===== src/rtl/assert_macros.svh =====
// Assertion macros shared by the view angle unit
`ifndef ASSERT_MACROS_SVH
`define ASSERT_MACROS_SVH

// antecedent implies consequent in the same cycle
`define PVANG_ASSERT_IMP(lbl, clk, rst_n, ante, cons) \
    lbl: assert property (@(posedge clk) disable iff (!rst_n) (ante) |-> (cons)) \
        else $error("pvang: assertion failed");

// antecedent implies consequent after the delay dly
`define PVANG_ASSERT_DLY(lbl, clk, rst_n, ante, dly, cons) \
    lbl: assert property (@(posedge clk) disable iff (!rst_n) (ante) |-> ##dly (cons)) \
        else $error("pvang: delayed assertion failed");

`endif


===== src/rtl/pvang_pkg.sv =====
// Types and constants of the pixel offset to view angle unit
package pvang_pkg;

    localparam int FW        = 16;   // focal length and pixel width
    localparam int PRE_SHIFT = 16;
    localparam int DW        = 35;   // CORDIC x/y width
    localparam int ZW        = 24;   // angle accumulator width, degrees * 65536
    localparam int AW        = 16;   // output angle width, degrees * 256
    localparam int RND_SHIFT = 8;
    localparam int TAB_LEN   = 24;

    localparam logic signed [AW-1:0] ANG_LIMIT = 16'sd23040;
    localparam logic signed [ZW-1:0] ROUND_ADD = 24'sd128;

    // atan(2^-i) in degrees * 65536
    localparam logic signed [ZW-1:0] ATAN_TAB [TAB_LEN] = '{
        24'sd2949120, 24'sd1740967, 24'sd919879, 24'sd466945,
        24'sd234379,  24'sd117304,  24'sd58666,  24'sd29335,
        24'sd14668,   24'sd7334,    24'sd3667,   24'sd1833,
        24'sd917,     24'sd458,     24'sd229,    24'sd115,
        24'sd57,      24'sd29,      24'sd14,     24'sd7,
        24'sd4,       24'sd2,       24'sd1,      24'sd0
    };

    typedef enum logic [1:0] {
        SPEC_RUN,
        SPEC_ZERO,
        SPEC_POS_LIM,
        SPEC_NEG_LIM
    } t_spec;

    typedef struct packed {
        t_spec                 spec;
        logic signed [DW-1:0]  x;
        logic signed [DW-1:0]  y;
        logic signed [ZW-1:0]  z;
    } t_lane;

    typedef struct packed {
        logic  status;
        t_lane lx;
        t_lane ly;
    } t_data;

endpackage


===== src/rtl/pvang_front.sv =====
// Entry stage: range check, centre offsets and CORDIC start vectors
module pvang_front import pvang_pkg::*; #(
    parameter int FRAME_SIZE = 96
) (
    input  logic          i_clk,
    input  logic          i_rst_n,
    input  logic          i_vld,
    input  logic [FW-1:0] i_pix_x,
    input  logic [FW-1:0] i_pix_y,
    input  logic [FW-1:0] i_focal,
    output logic          o_vld,
    output t_data         o_d
);

    localparam int OW = $clog2(FRAME_SIZE) + 1;

    logic  r_vld;
    t_data r_d;
    t_data n_d;

    function automatic t_lane init_lane(logic [FW-1:0] pix, logic [FW-1:0] focal);
        t_lane             l;
        logic signed [OW-1:0] ofs;
        ofs    = $signed(OW'(FRAME_SIZE / 2)) - $signed(OW'(pix));
        l.x    = $signed(DW'({focal, {PRE_SHIFT{1'b0}}}));
        l.y    = $signed({{(DW-OW){ofs[OW-1]}}, ofs}) <<< PRE_SHIFT;
        l.z    = '0;
        if (ofs == '0) begin
            l.spec = SPEC_ZERO;
        end else if (focal == '0) begin
            l.spec = ofs[OW-1] ? SPEC_NEG_LIM : SPEC_POS_LIM;
        end else begin
            l.spec = SPEC_RUN;
        end
        return l;
    endfunction

    always_comb begin
        n_d.status = (i_pix_x >= FW'(FRAME_SIZE)) || (i_pix_y >= FW'(FRAME_SIZE));
        n_d.lx     = init_lane(i_pix_x, i_focal);
        n_d.ly     = init_lane(i_pix_y, i_focal);
    end

    always_ff @(posedge i_clk) begin
        if (!i_rst_n) begin
            r_vld <= 1'b0;
        end else begin
            r_vld <= i_vld;
        end
    end

    always_ff @(posedge i_clk) begin
        r_d <= n_d;
    end

    assign o_vld = r_vld;
    assign o_d   = r_d;

endmodule


===== config.mk =====
export PLATFORM = sky130hd
export DESIGN_NAME = pvang_front
export DESIGN_NICKNAME = d
export VERILOG_FILES = /design/src/rtl/assert_macros.svh /design/src/rtl/pvang_pkg.sv /design/src/rtl/pvang_front.sv
export SDC_FILE = /design/constraint.sdc
export NUM_CORES = 1
export LEC_CHECK = 0
export BUFFER_PORTS_ARGS = -buffer_cell sky130_fd_sc_hd__buf_2
export CAP_MARGIN = 20
export CORE_ASPECT_RATIO = 1.1
export CORE_MARGIN = 8
export CORE_UTILIZATION = 39
export CTS_CLUSTER_SIZE = 20
export DETAILED_ROUTE_END_ITERATION = 8
export PLACE_DENSITY = 0.89
export SLEW_MARGIN = 0
export SYNTH_ARGS = -nofsm -noshare
export SYNTH_HDL_FRONTEND = slang
export SYNTH_SLANG_ARGS = --single-unit
export TNS_END_PERCENT = 50

===== constraint.sdc =====
create_clock -name i_clk -period 3.7 [get_ports i_clk]
set_input_delay 0.74 -clock i_clk [delete_from_list [all_inputs] [get_ports i_clk]]
set_output_delay 0.74 -clock i_clk [all_outputs]
set_load 0.01 [all_outputs]

==> Yosys cells after proc, flatten, opt, wreduce, memory -nomap -nowiden <==
Index checks and enable logic that the tools add are counted.
{ "totals": {"ff_bits": 38, "input_bits": 51, "output_inout_bits": 194, "wordCells": 24} }
{ "op_classes": {"addsub": 2, "magnitude_cmp": 2, "mux": 4, "bitwise": 1, "reduce_logical": 6} }
{ "op_table": {"columns": ["cell", "n"], "rows": [
  ["$ge 16x7->1 const B", 2],
  ["$logic_not 16->1", 1],
  ["$logic_not 8->1", 2],
  ["$sub 7x8->8 const A", 2],
  ["$mux 1", 4],
  ["$reduce_or 2->1", 2],
  ["$logic_or 1x1->1", 1],
  ["$not 1->1", 1]
]} }

==> Logic depth before layout (Yosys ltp) <==
{ "depth": {"word_depth": 3, "depth_mapped": 6, "mapped_depth_nobuf": 6} }

==> Worst setup path before layout <==
Ideal clock, no wire load.
{ "synth_timing": {"path_type": "input to register", "start": "in i_pix_x[0]", "end": "reg r_d (netlist bit o_d[190])", "setup_ns": 0.072, "arrival_ns": 1.943, "t_required_ns": 3.628, "slack_ns": 1.685, "cell_stages": 6, "n_path_buf": 0, "path_cell_list": "inv_1 ha_1 nor3b_2 o211ai_2 or4_1 mux2i_1"} }
{ "synth_lines": {"columns": ["item", "line_no", "text"], "rows": [
  ["start: declaration", "pvang_front.sv:8", "input logic [FW-1:0] i_pix_x,"],
  ["end signal: assignment", "pvang_front.sv:53", "r_d <= n_d;"],
  ["end: declaration", "pvang_front.sv:18", "t_data r_d;"]
]} }

==> results_dict.tcl <==
set metrics [dict create \
    ir_drop_uv 152 \
    final_common_cell "buf_2" \
    ys_types 28 \
    hp-class "in -> reg" \
    holdBufCountCts 0 \
    drt_iter0_markers 25 \
    layout_common_cells "126 x buf_2, 118 x conb_1, 38 x dfxtp_1" \
    endpoint_kind "flop" \
    cap_violations 0 \
    ys_ff_latch 38 \
    post_cts_buffers 0 \
    final_core_util 0.415 \
    cp_max_fo 5 \
    grt_setup_unrepaired "no" \
    final_nets 409 \
    vias 1648 \
    cts_tree "yes" \
    overflow 0 \
    syn_avg_cell_area_sq_um 9.40 \
    cp.required_ns 3.91 \
    cts_root_buf "clkbuf_8" \
    portBuffers 126 \
    cts.sinks 38 \
    ys_seq_area_frac 0.311 \
    io_pins 245 \
    grt_pass1_vias 1863 \
    fin_crit_ns 2.03 \
    synthCells 260 \
    die-area_sq_um 9060 \
    max_stage_delay_ns 0.53 \
    cts_repair_resize_count 0 \
    grt_max_degree 13 \
    cts_buffers 5 \
    slew_violations 0 \
    hold_viol_final 0 \
    gp_congestion 0.794 \
    criticalPathCategory "in -> reg" \
    track_usage 0.133 \
    max_freq_mhz 492 \
    antenna_left 0 \
    drt_wl_total_mm 6.52 \
    pre_cts_ws_ns 1.38 \
    drc 0 \
    hpwl_mm 5.84 \
    power_density_nw_per_um2 387 \
    setup_tns_ns 0 \
    grt_pass1_wl_mm 9.67 \
    core_sq_um 6120 \
    avgViaCountPerCell 3.79 \
    die_y_microns 99.0 \
    clk_pin_slew_ns 0.08 \
    ys_warn_count 0 \
    slowest_stage "or4_1" \
    dr.pass1.iters 4 \
    clk_path_buf_depth 2 \
    crit_arrival_ns 2.24 \
    die-width_microns 91.5 \
    status "finished, final reports clean" \
    syn_area_sq_um 2440 \
    start_kind "input port" \
    n_antenna_cell 0 \
    fill_cells 625 \
    total_leakage_power_uw 0.00145 \
    antenna_found_initial 0 \
    fin_crit_sh 0.549 \
    cts.htree.levels 2 \
    areaGrowthSynthToFinish_pct 3.84 \
    rows 30 \
    path_cells "buf_2, inv_1, ha_1, nor3b_2, o211ai_2, or4_1, mux2i_1" \
    fin_ws_ns 1.67 \
    finalSetupViolations 0 \
    drive_gt1_frac 0.406 \
    initial_utilization 0.400 \
    avgRoutedWirePerCell_microns 15.0 \
]
per-layer routing:
metal	track usage	up-vias	wire, microns
li1	-	762	-
met1	0.122	745	2250
met2	0.252	135	3450
met3	0.0608	6	744
met4	0.0416	0	70
met5	0	-	0
area by class of cell:
cell class              count  area [sq um]  share of cell area
multi-input cells         175           922               0.363
repair buffers            126           631               0.248
well taps                  80           100              0.0394
flip-flops and latches     38           761               0.300
clock inverters             2          12.5             0.00493
clock buffers               6          82.6              0.0325
inverters                   8          30.0              0.0118
path summary, 6_finish.rpt:
check | start | endpoint | slack [ns] | depth (start not counted)
worst max-delay path | i_pix_x[0] | o_d[190]$_SDFF_PN1_ | 1.67 | 7
worst min-delay path | i_focal[1] | o_d[76]$_DFF_P_ | 0.57 | 1
cells in the mapped netlist (all sizes together):
master | instances | area share
a211o | 2 | 0.0072
a21bo | 2 | 0.0082
a21oi | 2 | 0.0041
and2 | 1 | 0.0026
buf | 156 | 0.48
conb | 1 | 0.0015
dfxtp | 38 | 0.31
ha | 4 | 0.020
inv | 8 | 0.012
mux2i | 2 | 0.0082
nand2 | 2 | 0.0031
nand3b | 2 | 0.0061
nand4 | 2 | 0.0051
nor2 | 2 | 0.0031
nor3b | 2 | 0.010
nor4 | 12 | 0.036
o211ai | 4 | 0.016
o21bai | 2 | 0.0061
o31a | 2 | 0.0077
o41ai | 2 | 0.0072
or4 | 2 | 0.0061
or4bb | 2 | 0.0097
xnor2 | 2 | 0.0072
xor2 | 6 | 0.021
registers in the layout, indices dropped and copies added (netlist names):
register	flops
o_d	37
o_vld	1
cells by family (layout without fill, tap and decap cells):
family / Yosys count / in the layout / synth area share
other cells: 1 / 118 / 0.00153
compound gates: 16 / 16 / 0.0568
simple gates: 27 / 27 / 0.0819
flops: 38 / 38 / 0.311
fa+ha+maj: 4 / 4 / 0.0205
xor+xnor: 8 / 8 / 0.0287
buf+inv: 164 / 142 / 0.491
mux: 2 / 2 / 0.00819
where the power goes:
part	total [uW]	switching (uW)	leakage (uW)	internal, uW
sequential	449	13.8	0.000319	435
clock	295	146	0.0000472	150
combinational	237	160	0.00108	77.7
critical path: cells and delay by family:
family	cells	cell delay, ns
AND/OR/NAND/NOR	2	0.82
buffers and inverters	2	0.21
adder cells (fa/ha/maj)	1	0.19
AO/OA/AOI/OAI	1	0.15
multiplexers	1	0.14
per-stage QoR:
step	area (sq um)	power (uW)	cells	hold slack (ns)
4_1_cts	2540	992	435	0.557
6_report	2540	982	435	0.571
5_1_grt	2540	1040	435	0.559
3_5_place_dp	2440	692	427	0.859
2_1_floorplan	2880	721	377	0.768
3_3_place_gp	2440	688	427	0.858
Power figures use the tool's default switching activity.
