## src/rtl/assert_macros.svh

```systemverilog
// Assertion macros shared by the view angle unit
`ifndef ASSERT_MACROS_SVH
`define ASSERT_MACROS_SVH

// antecedent implies consequent in the same cycle
`define PVANG_ASSERT_IMP(lbl, clk, rst_n, ante, cons) \
    lbl: assert property (@(posedge clk) disable iff (!rst_n) (ante) |-> (cons)) \
        else $error("pvang: assertion failed");

// antecedent implies consequent after the delay dly
`define PVANG_ASSERT_DLY(lbl, clk, rst_n, ante, dly, cons) \
    lbl: assert property (@(posedge clk) disable iff (!rst_n) (ante) |-> ##dly (cons)) \
        else $error("pvang: delayed assertion failed");

`endif

```

## src/rtl/pvang_pkg.sv

```systemverilog
// Types and constants of the pixel offset to view angle unit
package pvang_pkg;

    localparam int FW        = 16;   // focal length and pixel width
    localparam int PRE_SHIFT = 16;
    localparam int DW        = 35;   // CORDIC x/y width
    localparam int ZW        = 24;   // angle accumulator width, degrees * 65536
    localparam int AW        = 16;   // output angle width, degrees * 256
    localparam int RND_SHIFT = 8;
    localparam int TAB_LEN   = 24;

    localparam logic signed [AW-1:0] ANG_LIMIT = 16'sd23040;
    localparam logic signed [ZW-1:0] ROUND_ADD = 24'sd128;

    // atan(2^-i) in degrees * 65536
    localparam logic signed [ZW-1:0] ATAN_TAB [TAB_LEN] = '{
        24'sd2949120, 24'sd1740967, 24'sd919879, 24'sd466945,
        24'sd234379,  24'sd117304,  24'sd58666,  24'sd29335,
        24'sd14668,   24'sd7334,    24'sd3667,   24'sd1833,
        24'sd917,     24'sd458,     24'sd229,    24'sd115,
        24'sd57,      24'sd29,      24'sd14,     24'sd7,
        24'sd4,       24'sd2,       24'sd1,      24'sd0
    };

    typedef enum logic [1:0] {
        SPEC_RUN,
        SPEC_ZERO,
        SPEC_POS_LIM,
        SPEC_NEG_LIM
    } t_spec;

    typedef struct packed {
        t_spec                 spec;
        logic signed [DW-1:0]  x;
        logic signed [DW-1:0]  y;
        logic signed [ZW-1:0]  z;
    } t_lane;

    typedef struct packed {
        logic  status;
        t_lane lx;
        t_lane ly;
    } t_data;

endpackage

```

## src/rtl/pvang_round.sv

```systemverilog
// Output stage: rounding to degrees * 256, clamping and special cases
module pvang_round import pvang_pkg::*; (
    input  logic                 i_clk,
    input  logic                 i_rst_n,
    input  logic                 i_vld,
    input  t_data                i_d,
    output logic                 o_done,
    output logic signed [AW-1:0] o_angle_x,
    output logic signed [AW-1:0] o_angle_y,
    output logic                 o_status
);

    logic                 r_done;
    logic signed [AW-1:0] r_angle_x;
    logic signed [AW-1:0] r_angle_y;
    logic                 r_status;
    logic signed [AW-1:0] n_angle_x;
    logic signed [AW-1:0] n_angle_y;

    function automatic logic signed [AW-1:0] finish(t_lane l, logic status);
        logic signed [ZW-1:0] acc;
        logic signed [ZW-1:0] lim;
        logic signed [AW-1:0] res;
        acc = ($signed(l.z) + ROUND_ADD) >>> RND_SHIFT;
        lim = ZW'(ANG_LIMIT);
        case (l.spec)
            SPEC_ZERO:    res = '0;
            SPEC_POS_LIM: res = ANG_LIMIT;
            SPEC_NEG_LIM: res = -ANG_LIMIT;
            default: begin
                if (acc > lim) begin
                    res = ANG_LIMIT;
                end else if (acc < -lim) begin
                    res = -ANG_LIMIT;
                end else begin
                    res = acc[AW-1:0];
                end
            end
        endcase
        if (status) begin
            res = '0;
        end
        return res;
    endfunction

    always_comb begin
        n_angle_x = finish(i_d.lx, i_d.status);
        n_angle_y = finish(i_d.ly, i_d.status);
    end

    always_ff @(posedge i_clk) begin
        if (!i_rst_n) begin
            r_done <= 1'b0;
        end else begin
            r_done <= i_vld;
        end
    end

    always_ff @(posedge i_clk) begin
        r_angle_x <= n_angle_x;
        r_angle_y <= n_angle_y;
        r_status  <= i_d.status;
    end

    assign o_done    = r_done;
    assign o_angle_x = r_angle_x;
    assign o_angle_y = r_angle_y;
    assign o_status  = r_status;

endmodule

```

## config.mk

```make
export PLATFORM = sky130hd
export DESIGN_NAME = pvang_round
export DESIGN_NICKNAME = d
export VERILOG_FILES = /design/src/rtl/assert_macros.svh /design/src/rtl/pvang_pkg.sv /design/src/rtl/pvang_round.sv
export SDC_FILE = /design/constraint.sdc
export NUM_CORES = 1
export LEC_CHECK = 0
export BUFFER_PORTS_ARGS = -buffer_cell sky130_fd_sc_hd__buf_4
export CORE_MARGIN = 2
export CORE_UTILIZATION = 30
export DETAILED_ROUTE_END_ITERATION = 6
export PLACE_DENSITY = 0.7
export SLEW_MARGIN = 10
export SYNTH_ARGS = -nofsm -noshare
export SYNTH_HDL_FRONTEND = slang
export SYNTH_SLANG_ARGS = --single-unit
```

## constraint.sdc

```tcl
create_clock -name i_clk -period 4.7 [get_ports i_clk]
set_input_delay 0.235 -clock i_clk [delete_from_list [all_inputs] [get_ports i_clk]]
set_output_delay 0.235 -clock i_clk [all_outputs]
set_load 0.03 [all_outputs]
```

# Yosys cells after proc, flatten, opt, wreduce, memory -nomap -nowiden
# Index checks and enable logic that the tools add are counted.
dict set report classes {
  n_lt_le_gt_ge 4
  muxes 6
  n_eq_ne 6
  addsub 2
}
# op n
set op_table {}
lappend op_table {{one-hot mux 16 bit (3 select lines)} 2}
lappend op_table {{2-to-1 mux 16 bit} 4}
lappend op_table {{adder 24 x 9 -> 24 bit (second input constant)} 2}
lappend op_table {{greater-than comparator 16 bit (second input constant)} 2}
lappend op_table {{< comparator 16 bit (second input constant)} 2}
lappend op_table {{equality test 2 bit (second input constant)} 4}
lappend op_table {{equality test 2 x 1 -> 1 bit (second input constant)} 2}
dict set report totals {
  register_bits 34
  elab_cells 22
}

# Longest topological paths before layout
dict set report logic_depth {
  word_depth 5
  mapped_depth 13
}

# Worst setup path after synthesis
# OpenSTA, ideal clock, no wires.
dict set report synth_timing {
  path_kind {input port to flip-flop}
  start {in i_d[114] (netlist bit)}
  end {reg r_angle_x[1], in the netlist o_angle_x[1]}
  path_buffers 2
  arrival_ns 2.479
  setup_ns 0.078
  path_slack_ns 2.143
  cell_stages 11
  path_cell_list {clkbuf_1 -> and3_1 -> nand3_1 -> nor3_1 -> xnor2_1 -> o21ai_0 -> nand2b_1 -> ha_1 -> or3_1 -> buf_1 -> nor3_1}
}
dict set report synth_via {
  elab_chain_len 5
  elab_cells_between_ends 6
  cone_classes {add/sub: 1; order compare: 2; mux: 3}
}
# element line_no
set synth_rtl {}
lappend synth_rtl {{start, declared} pvang_round.sv:6} ;# input t_data i_d,
lappend synth_rtl {{adder 24 x 9 -> 24 bit (*)} pvang_round.sv:24} ;# acc = ($signed(l.z) + ROUND_ADD) >>> RND_SHIFT;
lappend synth_rtl {{< comparator 16 bit} pvang_round.sv:33} ;# end else if (acc < -lim) begin
lappend synth_rtl {{2-to-1 mux 16 bit} pvang_round.sv:33}
lappend synth_rtl {{2-to-1 mux 16 bit (*)} pvang_round.sv:31} ;# if (acc > lim) begin
lappend synth_rtl {{one-hot mux 16 bit (3 select lines) (*)} pvang_round.sv:26} ;# case (l.spec)
lappend synth_rtl {{end signal, assigned} pvang_round.sv:60} ;# r_angle_x <= n_angle_x;
lappend synth_rtl {{end, declared} pvang_round.sv:14} ;# logic signed [AW-1:0] r_angle_x;
# Mark *: on every way between the ends. The rest lies on a longest branch, timed or not.
# A chain may end at the register's enable or synchronous reset.

# Worst setup path in the final report
dict set report layout_timing {
  start {in i_d[7] (netlist bit)}
  end {reg r_angle_y[2], in the netlist o_angle_y[2]}
}
dict set report layout_via {
  elab_chain_len 5
  elab_cells_between_ends 6
  cone_classes {add/sub: 1; order compare: 2; mux: 3}
}
# element line_no
set layout_rtl {}
lappend layout_rtl {{adder 24 x 9 -> 24 bit (*)} pvang_round.sv:24}
lappend layout_rtl {{< comparator 16 bit} pvang_round.sv:33}
lappend layout_rtl {{2-to-1 mux 16 bit} pvang_round.sv:33}
lappend layout_rtl {{2-to-1 mux 16 bit (*)} pvang_round.sv:31}
lappend layout_rtl {{one-hot mux 16 bit (3 select lines) (*)} pvang_round.sv:26}
lappend layout_rtl {{end signal, assigned} pvang_round.sv:61} ;# r_angle_y <= n_angle_y;
lappend layout_rtl {{end, declared} pvang_round.sv:15} ;# logic signed [AW-1:0] r_angle_y;
# Marks and branches as above.

==> results_dict.tcl <==
set metrics [dict create \
    hold_depth 2 \
    vias_per_cell 5.08 \
    max_freq_mhz 363 \
    dieHeight_um 90.8 \
    grt_pass1_wl_um 10000 \
    drt.antenna.violating_nets 0 \
    cts_tree "built" \
    power_density_nw_per_um2 272 \
    rsz0062_at_grt "no" \
    ys_seq_area_share_pct 30.1 \
    cts_resized 0 \
    netlist_area_sq_um 2260 \
    multi_input_area_sq_um 1450 \
    utilization_pct 41.0 \
    die_area_sq_um 8250 \
    track_usage_pct 14.8 \
    drt_first_pass_iters 5 \
    startpoint_type "input pin" \
    gp_congestion 0.866 \
    antenna_found_initial 0 \
    worst_pin_slew_ps 995 \
    synth_edf_count 0 \
    cts_sinks 34 \
    wl_per_cell_um 14.1 \
    start_util_pct 31.0 \
    dp_hpwl_um 4980 \
    criticalPathCategory "in -> reg" \
    min_to "o_done" \
    io_buffers 75 \
    ys_seq_elements 34 \
    arrival_ps 2970 \
    hp-start "i_vld" \
    ys_types 55 \
    avgSynthCellArea_sq_um 7.94 \
    postCtsSetupBuffers 0 \
    synthArstFlopShare_pct 0 \
    yosysWarnings 0 \
    status "finished clean" \
    drt_first_iter_violations 102 \
    grt_pass1_vias 1984 \
    hold_viol 0 \
    cts_root_buf "clkbuf_8" \
    drt_wl_total_um 6340 \
    ctsLongestPathBuffers 2 \
    drive_gt1_share_pct 26.1 \
    cts_made_buffers 5 \
    grt_remaining_overflow 0 \
    die_w_um 90.8 \
    tns_ps 0 \
    endpoint_kind "register" \
    io_pins 230 \
    h-tree-depth 2 \
    min_period_ps 2750 \
    worst_ep_required_time_ps 4920 \
    seqCellArea_sq_um 681 \
    syn_inst 285 \
    worst_ir_drop_vdd_mv 0.212 \
    vias 2278 \
    ctsHoldBuffers 0 \
    max-cap-violations 0 \
    leakagePower_nw 1.17 \
    max_slew_margin_pct 33.2 \
    diodes 0 \
    final-setup-viol-count 0 \
    cts.clk_slew.worst_paths_ps 70 \
    num_rows 31 \
    hold_class "in -> reg" \
    synth_ff_type "dfxtp_1" \
    critPathMaxFanout 9 \
    drv_slew 0 \
    period_share_pct 58.5 \
    syn_nets 485 \
    grt_max_degree 17 \
    drc 0 \
    coreArea_sq_um 7290 \
    nFillCells 781 \
    final_nets 548 \
    area_growth_pct 32.1 \
]
-- report_power, final --
group / switching (mW) / internal [mW] / total (mW)
clock: 0.112 / 0.212 / 0.325
sequential: 0.00370 / 0.301 / 0.304
combinational: 0.110 / 0.0740 / 0.184
-- area by class of cell --
class,count,share of cell area [%]
tap,99,4.14
inverter,8,1.00
clock buffer,5,2.30
timing repair buffer,75,18.8
clock inverter,3,2.30
sequential,34,22.8
multi-input combinational,224,48.6
-- cell usage in the layout (no fill, tap or decap), types with 2 or more instances in the layout --
master     instances
a21oi_1           12
a311oi_1           3
a31oi_1            2
and2_1             4
and3_1             6
and4_1             6
buf_4             75
bufinv_16          2
clkbuf_8           5
dfxtp_1           34
ha_1               4
inv_1              7
mux2i_1            2
nand2_1           21
nand2b_1           3
nand3_1           15
nand4_1            9
nor2_1            22
nor3_1            22
nor3b_1            2
nor4_1             8
o21a_1             3
o21ai_0            8
o22ai_1            5
o2bb2ai_1          4
o31a_1             2
o32a_1             2
or2_2              2
or3_1              4
or4_1              2
xnor2_1           16
xor2_1            15
-- Yosys cell counts, drive strengths merged (2+ instances only) --
cell | number | area share, %
a21oi | 12 | 2.7
a311oi | 3 | 1.2
a31oi | 2 | 0.55
and2 | 4 | 1.1
and3 | 6 | 1.7
and4 | 6 | 2.3
buf | 11 | 3.0
clkbuf | 8 | 1.3
dfxtp | 34 | 30
ha | 4 | 2.2
inv | 8 | 1.3
mux2i | 2 | 0.88
nand2 | 22 | 3.8
nand2b | 3 | 0.83
nand3 | 15 | 3.3
nand4 | 10 | 3.0
nor2 | 22 | 3.7
nor3 | 22 | 4.9
nor3b | 2 | 0.66
nor4 | 10 | 3.7
o21a | 3 | 1.0
o21ai | 9 | 2.0
o22ai | 5 | 1.4
o2bb2ai | 4 | 1.5
o31a | 2 | 0.77
o32a | 2 | 0.88
or2 | 2 | 0.55
or3 | 4 | 1.1
or4 | 2 | 0.66
xnor2 | 16 | 6.2
xor2 | 15 | 5.8
-- routing by layer --
metal | track usage, % | part of all wire [%]
met5 | 0 | 0
met4 | 4.17 | 1.2
met3 | 2.00 | 5.2
met2 | 23.3 | 46
met1 | 21.1 | 48
-- flip-flops by register name, summed over array words and instances, names as in the netlist --
register   flops
o_status       1
o_angle_y     16
o_angle_x     16
o_done         1
-- critical path, cell delays in order --
cell and delay [ps]:
buf_4 110, ha_1 350, and4_1 320, nand2_1 130, nor4_1 250, xor2_1 250
o21ai_0 140, a21o_1 200, ha_1 310, nor2_1 220, nand3_1 260, nor2_1 190
-- cell families (layout without fill, tap and decap cells) --
family / count (synthesis) / count (layout) / share of synthesized area [%]
multiplexers: 2 / 2 / 0.885
buffers and inverters: 27 / 91 / 5.64
AO/OA/AOI/OAI: 54 / 54 / 17.0
XOR/XNOR: 31 / 31 / 12.0
adder cells (fa/ha/maj): 4 / 4 / 2.21
AND/OR/NAND/NOR: 133 / 133 / 32.2
flip-flops: 34 / 34 / 30.1
-- worst max-delay path by stage --
stage / startpoint / end / slack (ps)
after global routing: i_d[103] / o_angle_x[6] / 1640
after global placement: i_d[7] / o_angle_y[7] / 1690
after floorplan: i_d[114] / o_angle_x[1] / 2140
final: i_d[7] / o_angle_y[2] / 1950
after CTS: i_d[7] / o_angle_y[2] / 1960
after detailed placement: i_d[103] / o_angle_x[10] / 1660
-- metrics by stage --
| stage | cell area (sq um) | worst slack (ps) | hold slack, ps | cells | total power, mW |
|---|---|---|---|---|---|
| 6_report | 2990 | 1950 | 143 | 448 | 0.813 |
| 5_1_grt | 2990 | 1640 | 157 | 448 | 0.843 |
| 4_1_cts | 2990 | 1960 | 141 | 448 | 0.815 |
| 3_5_place_dp | 2850 | 1660 | 441 | 440 | 0.493 |
| 3_3_place_gp | 2850 | 1690 | 438 | 440 | 0.491 |
| 2_1_floorplan | 2260 | 2140 | 263 | 285 | 0.420 |
Note: power is estimated with default switching activity, not from simulation.
