File: src/rtl/assert_macros.svh
// Assertion macros shared by the view angle unit
`ifndef ASSERT_MACROS_SVH
`define ASSERT_MACROS_SVH

// antecedent implies consequent in the same cycle
`define PVANG_ASSERT_IMP(lbl, clk, rst_n, ante, cons) \
    lbl: assert property (@(posedge clk) disable iff (!rst_n) (ante) |-> (cons)) \
        else $error("pvang: assertion failed");

// antecedent implies consequent after the delay dly
`define PVANG_ASSERT_DLY(lbl, clk, rst_n, ante, dly, cons) \
    lbl: assert property (@(posedge clk) disable iff (!rst_n) (ante) |-> ##dly (cons)) \
        else $error("pvang: delayed assertion failed");

`endif

File: src/rtl/pvang_pkg.sv
// Types and constants of the pixel offset to view angle unit
package pvang_pkg;

    localparam int FW        = 16;   // focal length and pixel width
    localparam int PRE_SHIFT = 16;
    localparam int DW        = 35;   // CORDIC x/y width
    localparam int ZW        = 24;   // angle accumulator width, degrees * 65536
    localparam int AW        = 16;   // output angle width, degrees * 256
    localparam int RND_SHIFT = 8;
    localparam int TAB_LEN   = 24;

    localparam logic signed [AW-1:0] ANG_LIMIT = 16'sd23040;
    localparam logic signed [ZW-1:0] ROUND_ADD = 24'sd128;

    // atan(2^-i) in degrees * 65536
    localparam logic signed [ZW-1:0] ATAN_TAB [TAB_LEN] = '{
        24'sd2949120, 24'sd1740967, 24'sd919879, 24'sd466945,
        24'sd234379,  24'sd117304,  24'sd58666,  24'sd29335,
        24'sd14668,   24'sd7334,    24'sd3667,   24'sd1833,
        24'sd917,     24'sd458,     24'sd229,    24'sd115,
        24'sd57,      24'sd29,      24'sd14,     24'sd7,
        24'sd4,       24'sd2,       24'sd1,      24'sd0
    };

    typedef enum logic [1:0] {
        SPEC_RUN,
        SPEC_ZERO,
        SPEC_POS_LIM,
        SPEC_NEG_LIM
    } t_spec;

    typedef struct packed {
        t_spec                 spec;
        logic signed [DW-1:0]  x;
        logic signed [DW-1:0]  y;
        logic signed [ZW-1:0]  z;
    } t_lane;

    typedef struct packed {
        logic  status;
        t_lane lx;
        t_lane ly;
    } t_data;

endpackage

File: src/rtl/pvang_stage.sv
// One CORDIC vectoring iteration for both axes, registered
module pvang_stage import pvang_pkg::*; #(
    parameter int STEP = 0
) (
    input  logic  i_clk,
    input  logic  i_rst_n,
    input  logic  i_vld,
    input  t_data i_d,
    output logic  o_vld,
    output t_data o_d
);

    logic  r_vld;
    t_data r_d;
    t_data n_d;

    function automatic t_lane rotate(t_lane l);
        t_lane                r;
        logic signed [DW-1:0] dx;
        logic signed [DW-1:0] dy;
        r  = l;
        dx = $signed(l.y) >>> STEP;
        dy = $signed(l.x) >>> STEP;
        if (!l.y[DW-1]) begin
            r.x = l.x + dx;
            r.y = l.y - dy;
            r.z = l.z + ATAN_TAB[STEP];
        end else begin
            r.x = l.x - dx;
            r.y = l.y + dy;
            r.z = l.z - ATAN_TAB[STEP];
        end
        return r;
    endfunction

    always_comb begin
        n_d.status = i_d.status;
        n_d.lx     = rotate(i_d.lx);
        n_d.ly     = rotate(i_d.ly);
    end

    always_ff @(posedge i_clk) begin
        if (!i_rst_n) begin
            r_vld <= 1'b0;
        end else begin
            r_vld <= i_vld;
        end
    end

    always_ff @(posedge i_clk) begin
        r_d <= n_d;
    end

    assign o_vld = r_vld;
    assign o_d   = r_d;

endmodule

File: config.mk
export PLATFORM = sky130hd
export DESIGN_NAME = pvang_stage
export DESIGN_NICKNAME = d
export VERILOG_FILES = /design/src/rtl/assert_macros.svh /design/src/rtl/pvang_pkg.sv /design/src/rtl/pvang_stage.sv
export SDC_FILE = /design/constraint.sdc
export NUM_CORES = 1
export LEC_CHECK = 0
export BUFFER_PORTS_ARGS = -buffer_cell sky130_fd_sc_hd__buf_2
export CELL_PAD_IN_SITES_DETAIL_PLACEMENT = 0
export CELL_PAD_IN_SITES_GLOBAL_PLACEMENT = 1
export CORE_MARGIN = 3
export CORE_UTILIZATION = 40
export DETAILED_ROUTE_END_ITERATION = 7
export GPL_ROUTABILITY_DRIVEN = 0
export GPL_TIMING_DRIVEN = 0
export PLACE_DENSITY = 0.79
export SETUP_SLACK_MARGIN = 0.2
export SYNTH_ARGS = -nofsm -noshare
export SYNTH_HDL_FRONTEND = slang
export SYNTH_SLANG_ARGS = --single-unit
File: constraint.sdc
create_clock -name i_clk -period 3.7 [get_ports i_clk]
set_input_delay 0.925 -clock i_clk [delete_from_list [all_inputs] [get_ports i_clk]]
set_output_delay 0.925 -clock i_clk [all_outputs]
set_load 0.02 [all_outputs]
## Word-level counts from Yosys, hierarchy flattened

Cells that the tools add are included.
Widths: inputs -> output; s select.

- Add/subtract/negate cells: 10
- Multipliers: 0
- Div/mod/pow operators: 0
- Order comparisons: 0
- Equality and inequality tests: 0
- Shift-type cells: 0
- Multiplexer cells: 2
- Bitwise logic cells: 0
- Reductions and logical operators: 0

Operators with widths:

| cell | count |
|---|---|
| $mux 94 | 2 |
| $sub 35x35->35 | 4 |
| $add 35x35->35 | 2 |
| $add 24x23->24 const B | 2 |
| $sub 24x23->24 const B | 2 |

- Flip-flop bits (word level): 194
- Latch bits: 0
- Bits in writable memories: 0
- ROM bits: 0
- Input bits: 196
- Output and inout port bits: 194
- Logic and storage cells: 22
- Memories kept: 0

## Longest topological paths before layout

Gate-level depths: netlist of run 1.

- Depth in word-level cells: 2
- Depth in mapped cells: 13
- Depth with buffers taken out: 12

## Worst setup path after synthesis of run 1

OpenSTA, ideal clock, no wires.

- Path kind: input to register
- From: input i_d[25] (netlist bit)
- To: register r_d (netlist bit o_d[92])
- Library setup time: 0.121 ns
- Arrival: 3.243 ns
- Data required time: 3.579 ns
- Path slack: 0.336 ns
- Stages on the path: 11
- Path buffers: 0
- Path through: inv_1 ha_1 or3b_4 a31oi_4 o41ai_2 o21ai_2 a41oi_1 a31o_2 or4_1 nand3_1 xnor2_1

RTL lines:

| element | line | text |
|---|---|---|
| start: declaration | pvang_stage.sv:8 | `input t_data i_d,` |
| end signal: assignment | pvang_stage.sv:51 | `r_d <= n_d;` |
| end: declaration | pvang_stage.sv:14 | `t_data r_d;` |

==> results of run 1 <==
## final cells by class
type / count / area share, %
tap: 525 / 3.31
antenna: 10 / 0.126
sequential: 192 / 19.3
timing repair buffer: 397 / 10.1
inverter: 220 / 4.16
buffer: 93 / 2.01
clock inverter: 13 / 0.812
clock buffer: 19 / 2.23
multi-input combinational: 1613 / 57.9
## stage by stage
step	util [%]	power (mW)	TNS (ns)	cells	cell area, µm²
3_5_place_dp	47.3	6.06	-18.27	3032	18900
4_1_cts	49.0	8.08	0	3064	19600
2_1_floorplan	-	4.84	0	2118	16300
6_report	49.7	8.12	0	3082	19900
3_3_place_gp	47.3	6.05	-16.46	3032	18900
5_1_grt	49.7	8.53	0	3080	19900
## state kept, by name, summed over array words and instances, names as in the netlist
signal,cells
o_d,191
o_vld,1
## cell families (layout without fill, tap and decap cells)
family                   Yosys count  after routing  synth area share [%]
XOR/XNOR                         146            146                  7.84
buffers and inverters            313            742                  7.41
AO/OA/AOI/OAI                    708            708                  27.1
flip-flops                       192            192                  23.6
AND/OR/NAND/NOR                  506            506                  14.7
other                              0             10                     0
multiplexers                      25             25                  1.54
adder cells (fa/ha/maj)          228            228                  17.9
## layout by cell type (no fill, tap or decap), types with 25 or more instances in the layout
| master | instances |
|---|---|
| buf_2 | 403 |
| a21oi_1 | 271 |
| ha_1 | 220 |
| inv_1 | 213 |
| dfxtp_1 | 192 |
| nor2_1 | 166 |
| o21ai_0 | 128 |
| xnor2_1 | 121 |
| nand2_1 | 116 |
| o21bai_1 | 59 |
| clkbuf_1 | 52 |
| nor3_1 | 46 |
| a21o_1 | 38 |
| nand3_1 | 38 |
| xor2_1 | 25 |
## repair_timing
action / 4_1_cts / 5_1_grt
resized for setup: 15 / 62
endpoints found under the setup margin: 30 / 51
buffers inserted: 0 / 8
pin swaps: 0 / 9
endpoints found under the hold margin: 0 / 0
## worst max-delay path: cells and delay by family
family          cells  cell delay, ns
xor+xnor            1            0.12
compound gates      5            1.19
simple gates        3            1.02
buf+inv             2            0.27
fa+ha+maj           1            0.37
## per-layer routing
layer,GRT usage (%),part of all wire [%]
met1,35.2,41
met2,45.0,46
met4,12.5,4.1
met5,0,0.11
met3,6.14,8.7
## worst paths after layout
check	start	end	slack, ns	depth (start not counted)
max	i_d[25]	o_d[92]	0.20	12
min	i_d[97]	o_d[97]	0.55	1
## power by group through the flow
stage                     registers [mW]  logic [mW]  clock network, mW
final                               2.59        3.58               1.95
after CTS                           2.60        3.47               2.02
after detailed placement            2.64        3.43                  0
after global placement              2.63        3.42                  0
after global routing                2.63        3.82               2.08
after floorplan                     3.18        1.66                  0
==> flow_summary.json, run 1 <==
{
  "n_fill_cell": 4080,
  "postCtsHoldBufs": 0,
  "grt_first_pass_wirelength_mm": 95.5,
  "fin_crit_ns": 3.50,
  "max_stage_delay_ns": 0.50,
  "vias": 17500,
  "synth_nets": 2542,
  "core_area_um2": 40000,
  "cp.required_ns": 4.10,
  "crit_path_end_kind": "flip-flop",
  "path_clk_slew_ns": 0.08,
  "htree_levels": 4,
  "pin_count": 390,
  "ys_ff_latch": 192,
  "port-buffer-count": 389,
  "grt-ovfl-total": 0,
  "seqPwrFrac_pct": 31.9,
  "yosysMostFrequentCell": "a21oi_1",
  "final_max_slew_viol_count": 0,
  "yosysWarnings": 0,
  "criticalPathCategory": "in -> reg",
  "power_switching_mw": 3.42,
  "path_max_fanout": 5,
  "intPower_mw": 4.70,
  "synth_area_um2": 16300,
  "die_h_um": 208,
  "pre_cts_slack_ns": -0.738,
  "maxSlewHeadroom_pct": 21.4,
  "grt_pass1_vias": 16900,
  "rsz0062_at_grt": "yes",
  "cts_buffer_depth": 2,
  "cts_tree": "done",
  "clockPowerShare_pct": 24.0,
  "drt_iter0_drc": 1932,
  "synth-main-ff-cell": "dfxtp_1",
  "finalHoldViolations": 0,
  "finalSetupViolCount": 0,
  "worstMarginPinSlew_ns": 1.18,
  "initial_core_util_pct": 40.8,
  "ant_nets": 0,
  "cp-start-kind": "primary input",
  "crit_chain": "buf_2, inv_1, ha_1, or3b_4, a31oi_4, o41ai_2, o21ai_2, a41oi_2, a31o_4, or4_1, nand3_1, xnor2_1",
  "p_leak_nw": 9.52,
  "p_sw_share_pct": 42.1,
  "ir_drop_uv": 310,
  "async_reset_ff_share_pct": 0,
  "syn_avg_cell_area_um2": 7.70,
  "synth_common_cells": "a21oi_1, ha_1, inv_1",
  "cts_buffers": 17,
  "dieArea_um2": 43200,
  "arrival_ns": 3.89,
  "whs_ns": 0.549,
  "clock_sinks": 192,
  "fin_nets": 2958,
  "wl_per_cell_um": 20.6,
  "drtPass1Iterations": 6,
  "powerDensity_nw_per_um2": 409,
  "ys_types": 82,
  "cap_violations": 0,
  "multi_input_area_um2": 11500,
  "rows": 73,
  "cp_slowest_cell": "or4_1",
  "die_w_um": 208,
  "status": "complete, no violations",
  "hp-class": "in -> reg",
  "drt_wl_total_mm": 63.4,
  "grt_max_degree": 20,
  "cts_root_buf": "clkbuf_16",
  "worst_slack_ns": 0.202,
  "fmax_ghz": 0.286,
  "synth_top_area_share_pct": 23.6,
  "synth_edf_count": 0,
  "dp.final_hpwl_mm": 50.5,
  "seq_area_frac_synth_pct": 23.6,
  "comb_power_share_pct": 44.0,
  "viasPerCell": 5.69,
  "area_growth_pct": 21.9,
  "regArea_um2": 3840,
  "synth_area_leaders": "dfxtp_1, ha_1, a21oi_1, xnor2_1, inv_1",
  "fin_crit_sh_pct": 94.5,
  "netlist.top_cell.by_area": "dfxtp_1",
  "grt_usage_pct": 27.7,
  "synth_cells": 2118,
  "antenna_found_initial": 14,
  "drive_above_1_share_pct": 20.5,
  "drcViolationCount": 0
}
(Power assumes the default switching activity.)
==> run 2, diff against run 1 <==
- PLACE_DENSITY: 0.79 -> default
- PLACE_DENSITY_LB_ADDON: default -> 0.1
==> run 2 against run 1 <==
- critical path depth unchanged
- first-iteration DRC count decreased by 33%
- sequential cell count is the same
- largest power group unchanged
- worst hold slack worse by 0.030 ns
==> flow_summary.json, run 2 (synthesized netlist as in run 1, its figures left out) <==
{
  "n_fill_cell": 4156,
  "ant_nets": 0,
  "whs_ns": 0.519,
  "ir_drop_uv": 358,
  "max_stage_delay_ns": 0.51,
  "cts_tree": "done",
  "cts_buffers": 17,
  "drt_wl_total_mm": 62.1,
  "status": "complete, no violations",
  "drtPass1Iterations": 6,
  "wl_per_cell_um": 20.2,
  "antenna_found_initial": 9,
  "cpLargestDelayFamily": "compound AO/OA/AOI/OAI gates",
  "clock_sinks": 192,
  "grt_pass1_vias": 16300,
  "drive_above_1_share_pct": 19.9,
  "fin_crit_sh_pct": 94.6,
  "crit_chain": "buf_2, inv_1, ha_1, or3b_4, a31oi_4, o41ai_4, o21ai_2, a41oi_2, a31o_4, or4_1, nand3_1, xnor2_1",
  "crit_path_end_kind": "flip-flop",
  "cp_slowest_cell": "or4_1",
  "arrival_ns": 3.92,
  "fin_crit_ns": 3.50,
  "pin_count": 390,
  "finalHoldViolations": 0,
  "cp-start-kind": "primary input",
  "maxSlewHeadroom_pct": 31.8,
  "grt_max_degree": 21,
  "cts_buffer_depth": 2,
  "grt-ovfl-total": 0,
  "p_leak_nw": 9.47,
  "post_dp_cell_area_um2": 18900,
  "area_growth_pct": 21.1,
  "power_mw": 7.97,
  "die_h_um": 208,
  "rsz0062_at_grt": "yes",
  "drcViolationCount": 0,
  "cap_violations": 0,
  "grt_first_pass_wirelength_mm": 93.0,
  "postCtsHoldBufs": 0,
  "worstMarginPinSlew_ns": 1.02,
  "viasPerCell": 5.58,
  "largest_reg_flops": 191,
  "drt_iter0_drc": 1302,
  "fmax_ghz": 0.286,
  "hp-class": "in -> reg",
  "finalSetupViolCount": 0,
  "rows": 73,
  "grt_usage_pct": 27.3,
  "final_common_cell": "buf_2",
  "fin_tns_setup_ns": 0,
  "dieArea_um2": 43200,
  "core_area_um2": 40000,
  "fin_area_um2": 19800,
  "cp.required_ns": 4.12,
  "initial_core_util_pct": 40.8,
  "worst_slack_ns": 0.202,
  "final_max_slew_viol_count": 0,
  "htree_levels": 4,
  "path_clk_slew_ns": 0.08,
  "criticalPathCategory": "in -> reg",
  "port-buffer-count": 389,
  "vias": 17100,
  "path_max_fanout": 5,
  "fin_nets": 2953,
  "cts_root_buf": "clkbuf_16",
  "final_cell_mix": "buf_2, a21oi_1, ha_1, inv_1, dfxtp_1",
  "die_w_um": 208,
  "dp.final_hpwl_mm": 50.1,
  "pre_cts_slack_ns": -0.641,
  "powerDensity_nw_per_um2": 403,
  "cp_num_buf_inv": 2
}
run 2: cell types whose count changed in the layout (fill, tap and decap cells not counted), sizes merged:
| cell | previous run | this run |
|---|---|---|
| clkinv | 8 | 10 |
| inv | 224 | 223 |
| buf | 427 | 424 |
| clkinvlp | 0 | 1 |
| bufinv | 1 | 0 |
| diode | 10 | 5 |
| clkbuf | 82 | 78 |
run 2: layer usage:
layer / track usage [%] / up-vias / routed length, µm
met4: 12.4 / 6 / 2620
met3: 5.78 / 161 / 4560
met2: 45.6 / 832 / 29100
met1: 33.9 / 7962 / 25800
met5: 0 / - / 40
li1: - / 8174 / -
run 2: layout make-up:
class	count	area (µm²)	share of cell area, %
timing repair buffer	392	1970	9.97
inverter	220	826	4.18
buffer	93	393	1.99
antenna	5	12.5	0.0633
tap	525	657	3.33
clock inverter	14	164	0.830
clock buffer	17	425	2.15
sequential	192	3840	19.5
multi-input combinational	1613	11500	58.0
run 2: through the flow:
| stage | utilization (%) | instances |
|---|---|---|
| floorplan | - | 2118 |
| CTS | 48.9 | 3063 |
| finish | 49.4 | 3071 |
| detailed placement | 47.3 | 3032 |
| global placement | 47.3 | 3032 |
| global route | 49.4 | 3071 |
run 2: worst paths after layout:
kind / from / cells past startpoint / end / slack, ns
min: i_d[192] / 1 / o_d[192] / 0.52
max: i_d[25] / 12 / o_d[92] / 0.20
run 2: power by group:
group	total [mW]	internal (mW)	leakage [nW]	switching [mW]
sequential	2.59	2.48	1.62	0.106
combinational	3.53	1.21	7.56	2.31
clock	1.85	0.900	0.283	0.951
total	7.97	4.60	9.47	3.37
run 2: what timing repair did:
action,CTS,global route
resized for setup,11,44
buffers inserted,0,3
cloned,0,0
pin swaps,0,3
endpoints found under the setup margin,19,43
==> run 3, diff against run 2 <==
- ABC_AREA: default -> 1
- CORE_UTILIZATION: 40 -> 39
==> run 3 against run 2 <==
- wire length increased by 34%
- setup slack improved by 0.52 ns
- combinational power increased by 8.8%
- die area increased by 23%
- sequential cell count unchanged
- total power increased by 5.3%
- via count increased by 33%
- critical path type unchanged
==> flow_summary.json, run 3 <==
{
  "drt_iter0_drc": 1830,
  "synth_cells": 3221,
  "grt_usage_pct": 29.9,
  "die_h_um": 231,
  "powerDensity_nw_per_um2": 363,
  "whs_ns": 0.514,
  "synth_top_area_share_pct": 19.5,
  "final_cells": 4306,
  "grt_pass1_vias": 22100,
  "synth_common_cells": "nand2_1, inv_1, nand3_1",
  "arrival_ns": 3.27,
  "drtPass1Iterations": 7,
  "fin_area_um2": 23100,
  "grt_first_pass_wirelength_mm": 122,
  "path_clk_slew_ns": 0.08,
  "ys_types": 51,
  "viasPerCell": 5.29,
  "finalHoldViolations": 0,
  "dp.final_hpwl_mm": 69.8,
  "cts_root_buf": "clkbuf_16",
  "cts_buffer_depth": 2,
  "grt_max_degree": 21,
  "status": "complete, no violations",
  "htree_levels": 4,
  "pin_count": 390,
  "antenna_found_initial": 0,
  "hp-class": "in -> reg",
  "grt-ovfl-total": 0,
  "min-delay-start": "i_d[111]",
  "port-buffer-count": 389,
  "final_common_cell": "nand2_1",
  "drive_above_1_share_pct": 16.4,
  "fmax_ghz": 0.335,
  "p_leak_nw": 12.6,
  "largest_reg_flops": 191,
  "fin_util_pct": 46.8,
  "cpMostUsedCell": "clkbuf_1",
  "final_max_slew_viol_count": 0,
  "drt_wl_total_mm": 83.0,
  "area_growth_pct": 17.4,
  "power_mw": 8.39,
  "syn_avg_cell_area_um2": 6.11,
  "die_w_um": 231,
  "max_stage_delay_ns": 0.86,
  "drcViolationCount": 0,
  "ys_ff_latch": 192,
  "crit_chain": "buf_2, clkbuf_1, clkbuf_1, clkbuf_1, o22ai_1",
  "yosysWarnings": 0,
  "seq_area_frac_synth_pct": 19.5,
  "finalSetupViolCount": 0,
  "antenna_cells": 0,
  "synth_area_leaders": "dfxtp_1, nand2_1, ha_1, inv_1, nand3_1",
  "synth-main-ff-cell": "dfxtp_1",
  "core_area_um2": 49400,
  "cpLargestDelayFamily": "buffers and inverters",
  "fin_crit_sh_pct": 80.6,
  "whs_path_depth": 1,
  "path_max_fanout": 10,
  "async_reset_ff_share_pct": 0,
  "cts_resized": 0,
  "dieArea_um2": 53200,
  "cp_num_buf_inv": 4,
  "ir_drop_uv": 307,
  "cp.required_ns": 3.99,
  "cts_setup_buffers": 0,
  "wl_per_cell_um": 19.3,
  "synth_area_um2": 19700,
  "worst_slack_ns": 0.719,
  "worstMarginPinSlew_ns": 1.07,
  "pre_cts_slack_ns": 0.272,
  "crit_path_end_kind": "flip-flop",
  "postCtsHoldBufs": 0,
  "netlist.top_cell.by_area": "dfxtp_1",
  "fin_tns_setup_ns": 0,
  "rsz0062_at_grt": "no",
  "synth_edf_count": 0,
  "fin_crit_ns": 2.98,
  "initial_core_util_pct": 39.9,
  "post_dp_cell_area_um2": 22500,
  "maxSlewHeadroom_pct": 28.5,
  "final_cell_mix": "nand2_1, inv_1, buf_2, nand3_1, nor2_1",
  "cts_buffers": 17,
  "cp-start-kind": "primary input",
  "ant_nets": 0,
  "clock_sinks": 192,
  "placed_cells": 4274,
  "cts_tree": "done",
  "hold_end": "o_d[111]",
  "fin_nets": 4053,
  "synth_nets": 3645,
  "criticalPathCategory": "in -> reg",
  "yosysMostFrequentCell": "nand2_1",
  "cp_slowest_cell": "clkbuf_1",
  "vias": 22800,
  "cap_violations": 0,
  "rows": 81
}
-- run 3: metal layers --
layer | global-route usage (%) | vias up | wire length, µm
met3 | 4.23 | 225 | 5210
met2 | 54.0 | 948 | 40700
li1 | - | 11100 | -
met1 | 34.1 | 10500 | 32600
met4 | 16.1 | 0 | 4460
met5 | 0 | - | 0
-- run 3: cells by family (layout without fill, tap and decap cells) --
group / after synthesis / count (layout) / share of synthesized area (%)
AOI/OAI and AO/OA: 561 / 561 / 15.6
xor gates and xnor gates: 65 / 65 / 2.89
adders and majority gates: 228 / 228 / 14.8
buffers and inverters: 581 / 1002 / 12.5
DFF: 192 / 192 / 19.5
muxes: 1 / 1 / 0.0509
and+or+nand+nor: 1593 / 1593 / 34.7
-- run 3: worst max path at each step --
stage | start | slack, ns | endpoint | cells after the start
after global placement | i_d[58] | 0.31 | o_d[71] | 5
after CTS | i_d[154] | 0.83 | o_d[118] | 10
after floorplan | i_d[154] | 1.10 | o_d[118] | 9
after detailed placement | i_d[154] | 0.27 | o_d[118] | 10
final | i_d[58] | 0.72 | o_d[71] | 5
after global routing | i_d[154] | 0.66 | o_d[118] | 11
-- run 3: layout make-up --
type	instances	area (µm²)
well taps	664	831
multi-input cells	2448	13400
inverters	491	1840
repair buffers	389	1950
clock inverters	14	209
fillers	5338	26200
flip-flops and latches	192	3840
clock buffers	18	439
plain buffers	90	619
-- run 3: where the power goes --
group	leakage, nW	total, mW	internal (mW)	switching [mW]
clock network	0.312	2.07	1.06	1.01
registers	1.62	2.49	2.40	0.0910
logic	10.6	3.84	1.18	2.66
